## config.mk

```make
export PLATFORM = sky130hd
export DESIGN_NAME = blcg_ctrl
export DESIGN_NICKNAME = d
export VERILOG_FILES = /design/src/hdl/breathing_led_color_generator_assert.svh /design/src/hdl/blcg_pkg.sv /design/src/hdl/blcg_ctrl.sv
export SDC_FILE = /design/constraint.sdc
export NUM_CORES = 1
export LEC_CHECK = 0
export ABC_AREA = 1
export BUFFER_PORTS_ARGS = -buffer_cell sky130_fd_sc_hd__buf_2
export CORE_AREA = 4 4 41 43
export DETAILED_ROUTE_END_ITERATION = 16
export DIE_AREA = 0 0 45 47
export PLACE_DENSITY_LB_ADDON = 0.05
export SYNTH_ARGS = -nofsm -noshare
export SYNTH_HDL_FRONTEND = slang
export SYNTH_SLANG_ARGS = --single-unit
```

## constraint.sdc

```tcl
create_clock -name clk -period 1.7 [get_ports clk]
set_clock_uncertainty 0.1 [all_clocks]
set_input_delay 0.34 -clock clk [delete_from_list [all_inputs] [get_ports clk]]
set_output_delay 0.34 -clock clk [all_outputs]
set_load 0.02 [all_outputs]
```

## src/hdl/breathing_led_color_generator_assert.svh

```systemverilog
// Assertion macros for the breathing LED color generator.
`ifndef BREATHING_LED_COLOR_GENERATOR_ASSERT_SVH
`define BREATHING_LED_COLOR_GENERATOR_ASSERT_SVH

// Same-cycle implication, clocked on clk, off during reset.
`define BLCG_ASSERT_NOW(label, ante, cons, msg) \
    label: assert property (@(posedge clk) disable iff (!rst_n) (ante) |-> (cons)) \
        else $error(msg);

// Next-cycle implication, clocked on clk, off during reset.
`define BLCG_ASSERT_NEXT(label, ante, cons, msg) \
    label: assert property (@(posedge clk) disable iff (!rst_n) (ante) |=> (cons)) \
        else $error(msg);

`endif

```

## src/hdl/blcg_pkg.sv

```systemverilog
// Shared constants, command types and tables for the breathing LED color generator.
package blcg_pkg;

    localparam int PHASE_BITS_DEF    = 10;
    localparam int FRACTION_BITS_DEF = 16;

    localparam int ELAPSED_W   = 8;
    localparam int COLOR_W     = 8;
    localparam int INTENSITY_W = 8;
    localparam int PERIOD_W    = 16;
    localparam int SUM_W       = PERIOD_W + 1;
    localparam int DIV_CNT_W   = 5;
    localparam int CFG_INDEX_W = 3;
    localparam int CFG_DATA_W  = 16;
    localparam int LANES       = 3;

    localparam logic [DIV_CNT_W-1:0] DIV_STEPS_MOD = 5'd17;

    localparam logic [CFG_INDEX_W-1:0] REG_BASE_RED   = 3'd0;
    localparam logic [CFG_INDEX_W-1:0] REG_BASE_GREEN = 3'd1;
    localparam logic [CFG_INDEX_W-1:0] REG_BASE_BLUE  = 3'd2;
    localparam logic [CFG_INDEX_W-1:0] REG_PERIOD_MS  = 3'd3;
    localparam logic [CFG_INDEX_W-1:0] REG_INTENSITY  = 3'd4;
    localparam logic [CFG_INDEX_W-1:0] REG_FORCE_ON   = 3'd5;
    localparam logic [CFG_INDEX_W-1:0] REG_LED_ENABLE = 3'd6;
    localparam logic [CFG_INDEX_W-1:0] REG_RUN        = 3'd7;

    localparam logic [PERIOD_W-1:0]    MIN_PERIOD      = 16'd200;
    localparam logic [PERIOD_W-1:0]    PERIOD_RESET    = 16'd1000;
    localparam logic [INTENSITY_W-1:0] INTENSITY_RESET = 8'd255;
    localparam logic [COLOR_W-1:0]     COLOR_MAX       = 8'd255;

    // Q30 fixed point; 1.0 needs 31 bits
    localparam logic [30:0] Q30_ONE = 31'h4000_0000;
    localparam logic [31:0] PI_Q30  = 32'd3373259426;

    // floor(x / 255) == (x * 32897) >> 23 for any 16-bit x
    localparam logic [15:0] DIV255_MUL   = 16'd32897;
    localparam int          DIV255_SHIFT = 23;

    localparam int HIDX_W = 3;
    localparam logic [HIDX_W-1:0] HIDX_LAST = 3'd4;

    localparam int OP_W = 4;
    localparam logic [OP_W-1:0] OP_NONE   = 4'd0;
    localparam logic [OP_W-1:0] OP_LOAD   = 4'd1;
    localparam logic [OP_W-1:0] OP_FRAC   = 4'd2;
    localparam logic [OP_W-1:0] OP_THETA  = 4'd3;
    localparam logic [OP_W-1:0] OP_T2     = 4'd4;
    localparam logic [OP_W-1:0] OP_HMUL   = 4'd5;
    localparam logic [OP_W-1:0] OP_HREC   = 4'd6;
    localparam logic [OP_W-1:0] OP_HFIX   = 4'd7;
    localparam logic [OP_W-1:0] OP_SIN    = 4'd8;
    localparam logic [OP_W-1:0] OP_SQ     = 4'd9;
    localparam logic [OP_W-1:0] OP_SQ2    = 4'd10;
    localparam logic [OP_W-1:0] OP_ENVMUL = 4'd11;
    localparam logic [OP_W-1:0] OP_ENV    = 4'd12;
    localparam logic [OP_W-1:0] OP_CH     = 4'd13;
    localparam logic [OP_W-1:0] OP_PROD   = 4'd14;
    localparam logic [OP_W-1:0] OP_OUT    = 4'd15;

    typedef struct packed {
        logic [OP_W-1:0]   op;
        logic [HIDX_W-1:0] hidx;
    } dp_cmd_t;

    typedef struct packed {
        logic div_busy;
    } dp_stat_t;

    // Horner divisors, innermost first
    function automatic logic [6:0] horner_k(input logic [HIDX_W-1:0] idx);
        logic [6:0] k;
        case (idx)
            3'd0:    k = 7'd110;
            3'd1:    k = 7'd72;
            3'd2:    k = 7'd42;
            3'd3:    k = 7'd20;
            3'd4:    k = 7'd6;
            default: k = 7'd1;
        endcase
        return k;
    endfunction

    // floor(2^32 / k) for each Horner divisor
    function automatic logic [31:0] horner_recip(input logic [HIDX_W-1:0] idx);
        logic [31:0] r;
        case (idx)
            3'd0:    r = 32'd39045157;
            3'd1:    r = 32'd59652323;
            3'd2:    r = 32'd102261126;
            3'd3:    r = 32'd214748364;
            3'd4:    r = 32'd715827882;
            default: r = 32'd0;
        endcase
        return r;
    endfunction

endpackage

```

## src/hdl/blcg_ctrl.sv

```systemverilog
// Controller: sequences the datapath for one request and owns the result handshake.
module blcg_ctrl (
    input  logic                clk,
    input  logic                rst_n,
    input  logic                in_valid,
    output logic                in_stall,
    output logic                out_valid,
    input  logic                out_stall,
    output blcg_pkg::dp_cmd_t   cmd,
    input  blcg_pkg::dp_stat_t  stat
);

    localparam logic [3:0] S_IDLE   = 4'd0;
    localparam logic [3:0] S_WMOD   = 4'd1;
    localparam logic [3:0] S_WFRAC  = 4'd2;
    localparam logic [3:0] S_T2     = 4'd3;
    localparam logic [3:0] S_HMUL   = 4'd4;
    localparam logic [3:0] S_HREC   = 4'd5;
    localparam logic [3:0] S_HFIX   = 4'd6;
    localparam logic [3:0] S_SIN    = 4'd7;
    localparam logic [3:0] S_SQ     = 4'd8;
    localparam logic [3:0] S_SQ2    = 4'd9;
    localparam logic [3:0] S_ENVMUL = 4'd10;
    localparam logic [3:0] S_ENV    = 4'd11;
    localparam logic [3:0] S_CH     = 4'd12;
    localparam logic [3:0] S_PROD   = 4'd13;
    localparam logic [3:0] S_OUT    = 4'd14;

    logic [3:0]                    state_reg;
    logic [3:0]                    state_next;
    logic [blcg_pkg::HIDX_W-1:0]   hidx_reg;
    logic [blcg_pkg::HIDX_W-1:0]   hidx_next;
    logic                          out_valid_reg;
    logic                          out_valid_next;

    always_comb
    begin
        state_next     = state_reg;
        hidx_next      = hidx_reg;
        cmd.op         = blcg_pkg::OP_NONE;
        cmd.hidx       = hidx_reg;
        out_valid_next = out_valid_reg && out_stall;
        case (state_reg)
            S_IDLE:
            begin
                if (in_valid)
                begin
                    cmd.op     = blcg_pkg::OP_LOAD;
                    state_next = S_WMOD;
                end
            end
            S_WMOD:
            begin
                if (!stat.div_busy)
                begin
                    cmd.op     = blcg_pkg::OP_FRAC;
                    state_next = S_WFRAC;
                end
            end
            S_WFRAC:
            begin
                if (!stat.div_busy)
                begin
                    cmd.op     = blcg_pkg::OP_THETA;
                    state_next = S_T2;
                end
            end
            S_T2:
            begin
                cmd.op     = blcg_pkg::OP_T2;
                hidx_next  = '0;
                state_next = S_HMUL;
            end
            S_HMUL:
            begin
                cmd.op     = blcg_pkg::OP_HMUL;
                state_next = S_HREC;
            end
            S_HREC:
            begin
                cmd.op     = blcg_pkg::OP_HREC;
                state_next = S_HFIX;
            end
            S_HFIX:
            begin
                cmd.op = blcg_pkg::OP_HFIX;
                if (hidx_reg == blcg_pkg::HIDX_LAST)
                begin
                    state_next = S_SIN;
                end
                else
                begin
                    hidx_next  = hidx_reg + 1'b1;
                    state_next = S_HMUL;
                end
            end
            S_SIN:
            begin
                cmd.op     = blcg_pkg::OP_SIN;
                state_next = S_SQ;
            end
            S_SQ:
            begin
                cmd.op     = blcg_pkg::OP_SQ;
                state_next = S_SQ2;
            end
            S_SQ2:
            begin
                cmd.op     = blcg_pkg::OP_SQ2;
                state_next = S_ENVMUL;
            end
            S_ENVMUL:
            begin
                cmd.op     = blcg_pkg::OP_ENVMUL;
                state_next = S_ENV;
            end
            S_ENV:
            begin
                cmd.op     = blcg_pkg::OP_ENV;
                state_next = S_CH;
            end
            S_CH:
            begin
                cmd.op     = blcg_pkg::OP_CH;
                state_next = S_PROD;
            end
            S_PROD:
            begin
                cmd.op     = blcg_pkg::OP_PROD;
                state_next = S_OUT;
            end
            S_OUT:
            begin
                // load only once the previous result has left
                if (!out_valid_reg || !out_stall)
                begin
                    cmd.op         = blcg_pkg::OP_OUT;
                    out_valid_next = 1'b1;
                    state_next     = S_IDLE;
                end
            end
            default:
            begin
                state_next = S_IDLE;
            end
        endcase
    end

    always_ff @(posedge clk or negedge rst_n)
    begin
        if (!rst_n)
        begin
            state_reg     <= S_IDLE;
            hidx_reg      <= '0;
            out_valid_reg <= 1'b0;
        end
        else
        begin
            state_reg     <= state_next;
            hidx_reg      <= hidx_next;
            out_valid_reg <= out_valid_next;
        end
    end

    assign in_stall  = (state_reg != S_IDLE);
    assign out_valid = out_valid_reg;

endmodule
```

==> metrics.cfg <==
[run]
cap_violations = 0

[synth]
ys_async_sr_fraction_pct = 100.0
synth_commonest_cells = 29 x nand2_1, 12 x inv_1, 8 x dfrtp_1, 8 x nor2_1, 6 x nand3_1
synthSimpleGateAreaFrac_pct = 42.71
synth_fp_nets = 95
avgSynthCellArea_um2 = 6.725
synth_xor_area_share_pct = 1.480
synth_most_common_cell = nand2_1
yosysWarnings = 0
synth_edf_count = 0
postSynthCellCount = 88
synth_top_family_by_area = simple AND/OR/NAND/NOR gates
synth_top_area_share_pct = 33.83
synthAdderAreaFrac_pct = 4.228
synth_mux_area_share_pct = 0
synth_seq_area_share_pct = 33.83
synthFlopType = dfrtp_1
synth_area_leader_cell = dfrtp_1
ys_types = 19
ys_ff_latch = 8
synthTopCellsByArea = dfrtp_1 34%, nand2_1 18%, inv_1 7.6%
syn_area_um2 = 591.8
synth_compound_area_share_pct = 8.668

[worst_setup_path]
cp.required_ns = 1.26
cp.arrival_ns = 1.44
start_kind = flop
ff2ff_setup_slack_ns = -0.11
r2r_start = state_reg[1]$_DFFE_PN0P_
reg2reg_depth = 13
endpoint_kind = output port
reg2reg_to = state_reg[0]$_DFFE_PN0P_
path_class = reg -> out
critPathMaxFanout = 7

[clock_network]
cts_tree = built
h-tree-depth = 1
clockBufferDepth = 2
clockRootBuffer = clkbuf_4
path_clk_slew_ns = 0.05
cts.sinks = 8
clock_latency_ns = 0.25
numCtsBuffers = 3

[route]
drt_pass1_iterations = 4
vias_per_cell = 5.467
drtIter0Drc = 14
wire_per_inst_um = 14.72
wirelength_um = 2017
drc = 0
num_vias = 749
ant_nets = 0

[worst_hold_path]
hold_class = in -> reg
hp-start = stat
whs_path_depth = 3
hold_end = state_reg[0]$_DFFE_PN0P_

[pwr]
ir_drop_mv = 1.290
power_mw = 2.023
power.density_nw_per_um2 = 2203
power.leakage_nw = 0.5199

[final_layout]
largest_reg_flops = 4
antenna_cells = 0
final_nets = 131
drive_above_1_share_pct = 48.36
final_area_um2 = 918.4
synthToLayoutAreaGrowth_pct = 55.18

[global_routing]
grt_pass1_vias = 700
grt_pass1_wl_um = 3049
grt.total_usage_pct = 20.75
antenna_found_initial = 0
grt_overflow = 0
grt_max_degree = 9

[timing]
drv_slew = 0
setup_violations = 7
relSlewSlack_pct = 82.99
finalWorstSetupSlack_ns = -0.1835
rsz0062_at_grt = true
finalHoldViolCount = 0
tns_ns = -0.7938
fin_crit_ns = 1.884
finalCritPeriodShare_pct = 110.8
fmax_ghz = 0.5309
worstMarginPinSlew_ns = 0.2525

[floorplanning]
num_io_pins = 14
start_util_pct = 45.48
core_area_um2 = 1301
rows = 13
fp.dieW_um = 45
die_h_um = 47
die_area_um2 = 2115

[outcome]
violations = negative setup slack
status = complete, but fails checks

[place]
dp_hpwl_um = 1086
io_buffers = 13
finalWeightedCongestion = 0.8935
place_area_um2 = 683.2

[per-stage QoR]
stage	worst slack [ns]	cells	utilization (%)	hold WS, ns
global placement	0.05001	117	52.50	0.08916
detailed placement	0.05615	117	52.50	0.08915
floorplan	0.2170	88	-	-0.05559
global route	-0.2345	137	70.58	0.3042
finish	-0.1835	137	70.58	0.2769
CTS	-0.07756	133	64.90	0.2709
[placed cells by master, fill, tap and decap left out]
| cell | instances |
|---|---|
| o21ai_0 | 3 |
| clkinv_4 | 1 |
| inv_4 | 1 |
| o211ai_1 | 2 |
| inv_1 | 10 |
| buf_4 | 17 |
| nor2_2 | 4 |
| nand3b_1 | 1 |
| nand2_2 | 6 |
| nand2_1 | 26 |
| nand3_1 | 5 |
| nand2_4 | 1 |
| nor2_1 | 2 |
| nand4_1 | 2 |
| xor2_1 | 1 |
| ha_1 | 2 |
| a31oi_2 | 1 |
| dlygate4sd3_1 | 1 |
| o21ai_1 | 3 |
| buf_2 | 10 |
| nor2_4 | 5 |
| dfrtp_2 | 3 |
| clkbuf_4 | 3 |
| inv_2 | 2 |
| dfrtp_1 | 5 |
| nand3_2 | 2 |
| buf_6 | 3 |
[worst max-delay path: stages, from the launching register on]
cell and delay [ns]:
dfrtp_2 0.48, nand2_2 0.12, inv_2 0.07, nor2_2 0.12, nand2_1 0.09, o211ai_1 0.12
buf_4 0.18
[power breakdown]
group          total, mW  switching [mW]  internal, mW
Sequential         0.390           0.118         0.272
Combinational       1.49           0.834         0.659
Clock              0.141          0.0602        0.0805
Total               2.02            1.01          1.01
[repair_timing]
item	4_1_cts	5_1_grt
endpoints found under the hold margin	8	0
buffers inserted	12	4
endpoints found under the setup margin	4	7
hold buffers	1	0
resized for setup	15	14
pin swaps	4	5
[worst max path at each step]
| stage | startpoint | endpoint | slack (ns) | cells after the start |
|---|---|---|---|---|
| floorplan | state_reg[1]$_DFFE_PN0P_ | cmd[4] | 0.22 | 5 |
| global placement | state_reg[0]$_DFFE_PN0P_ | cmd[5] | 0.05 | 5 |
| detailed placement | state_reg[1]$_DFFE_PN0P_ | cmd[6] | 0.06 | 6 |
| CTS | state_reg[0]$_DFFE_PN0P_ | cmd[4] | -0.08 | 4 |
| global route | state_reg[0]$_DFFE_PN0P_ | cmd[4] | -0.23 | 6 |
| finish | state_reg[0]$_DFFE_PN0P_ | cmd[4] | -0.18 | 6 |
[kinds of logic (layout without fill, tap and decap cells)]
family          count (synthesis)  in the layout
simple gates                   54             54
buf+inv                        14             48
compound gates                  9              9
flops                           8              8
fa+ha+maj                       2              2
xor+xnor                        1              1
[layout make-up]
| type | instances | area [um^2] |
|---|---|---|
| Multi-Input combinational cell | 66 | 391.6 |
| Sequential cell | 8 | 203.9 |
| Tap cell | 15 | 18.77 |
| Inverter | 14 | 60.06 |
| Fill cell | 101 | 382.9 |
| Timing Repair Buffer | 31 | 221.5 |
| Clock buffer | 3 | 22.52 |
[metal layers]
| metal | routed length, um | share of wire [%] | track usage [%] |
|---|---|---|---|
| met1 | 712 | 35 | 23.42 |
| met2 | 1042 | 52 | 35.59 |
| met3 | 173 | 8.6 | 7.280 |
| met4 | 89 | 4.4 | 8.772 |
| met5 | 0 | 0 | 0 |
No activity file was read; power rests on OpenSTA's default activity.
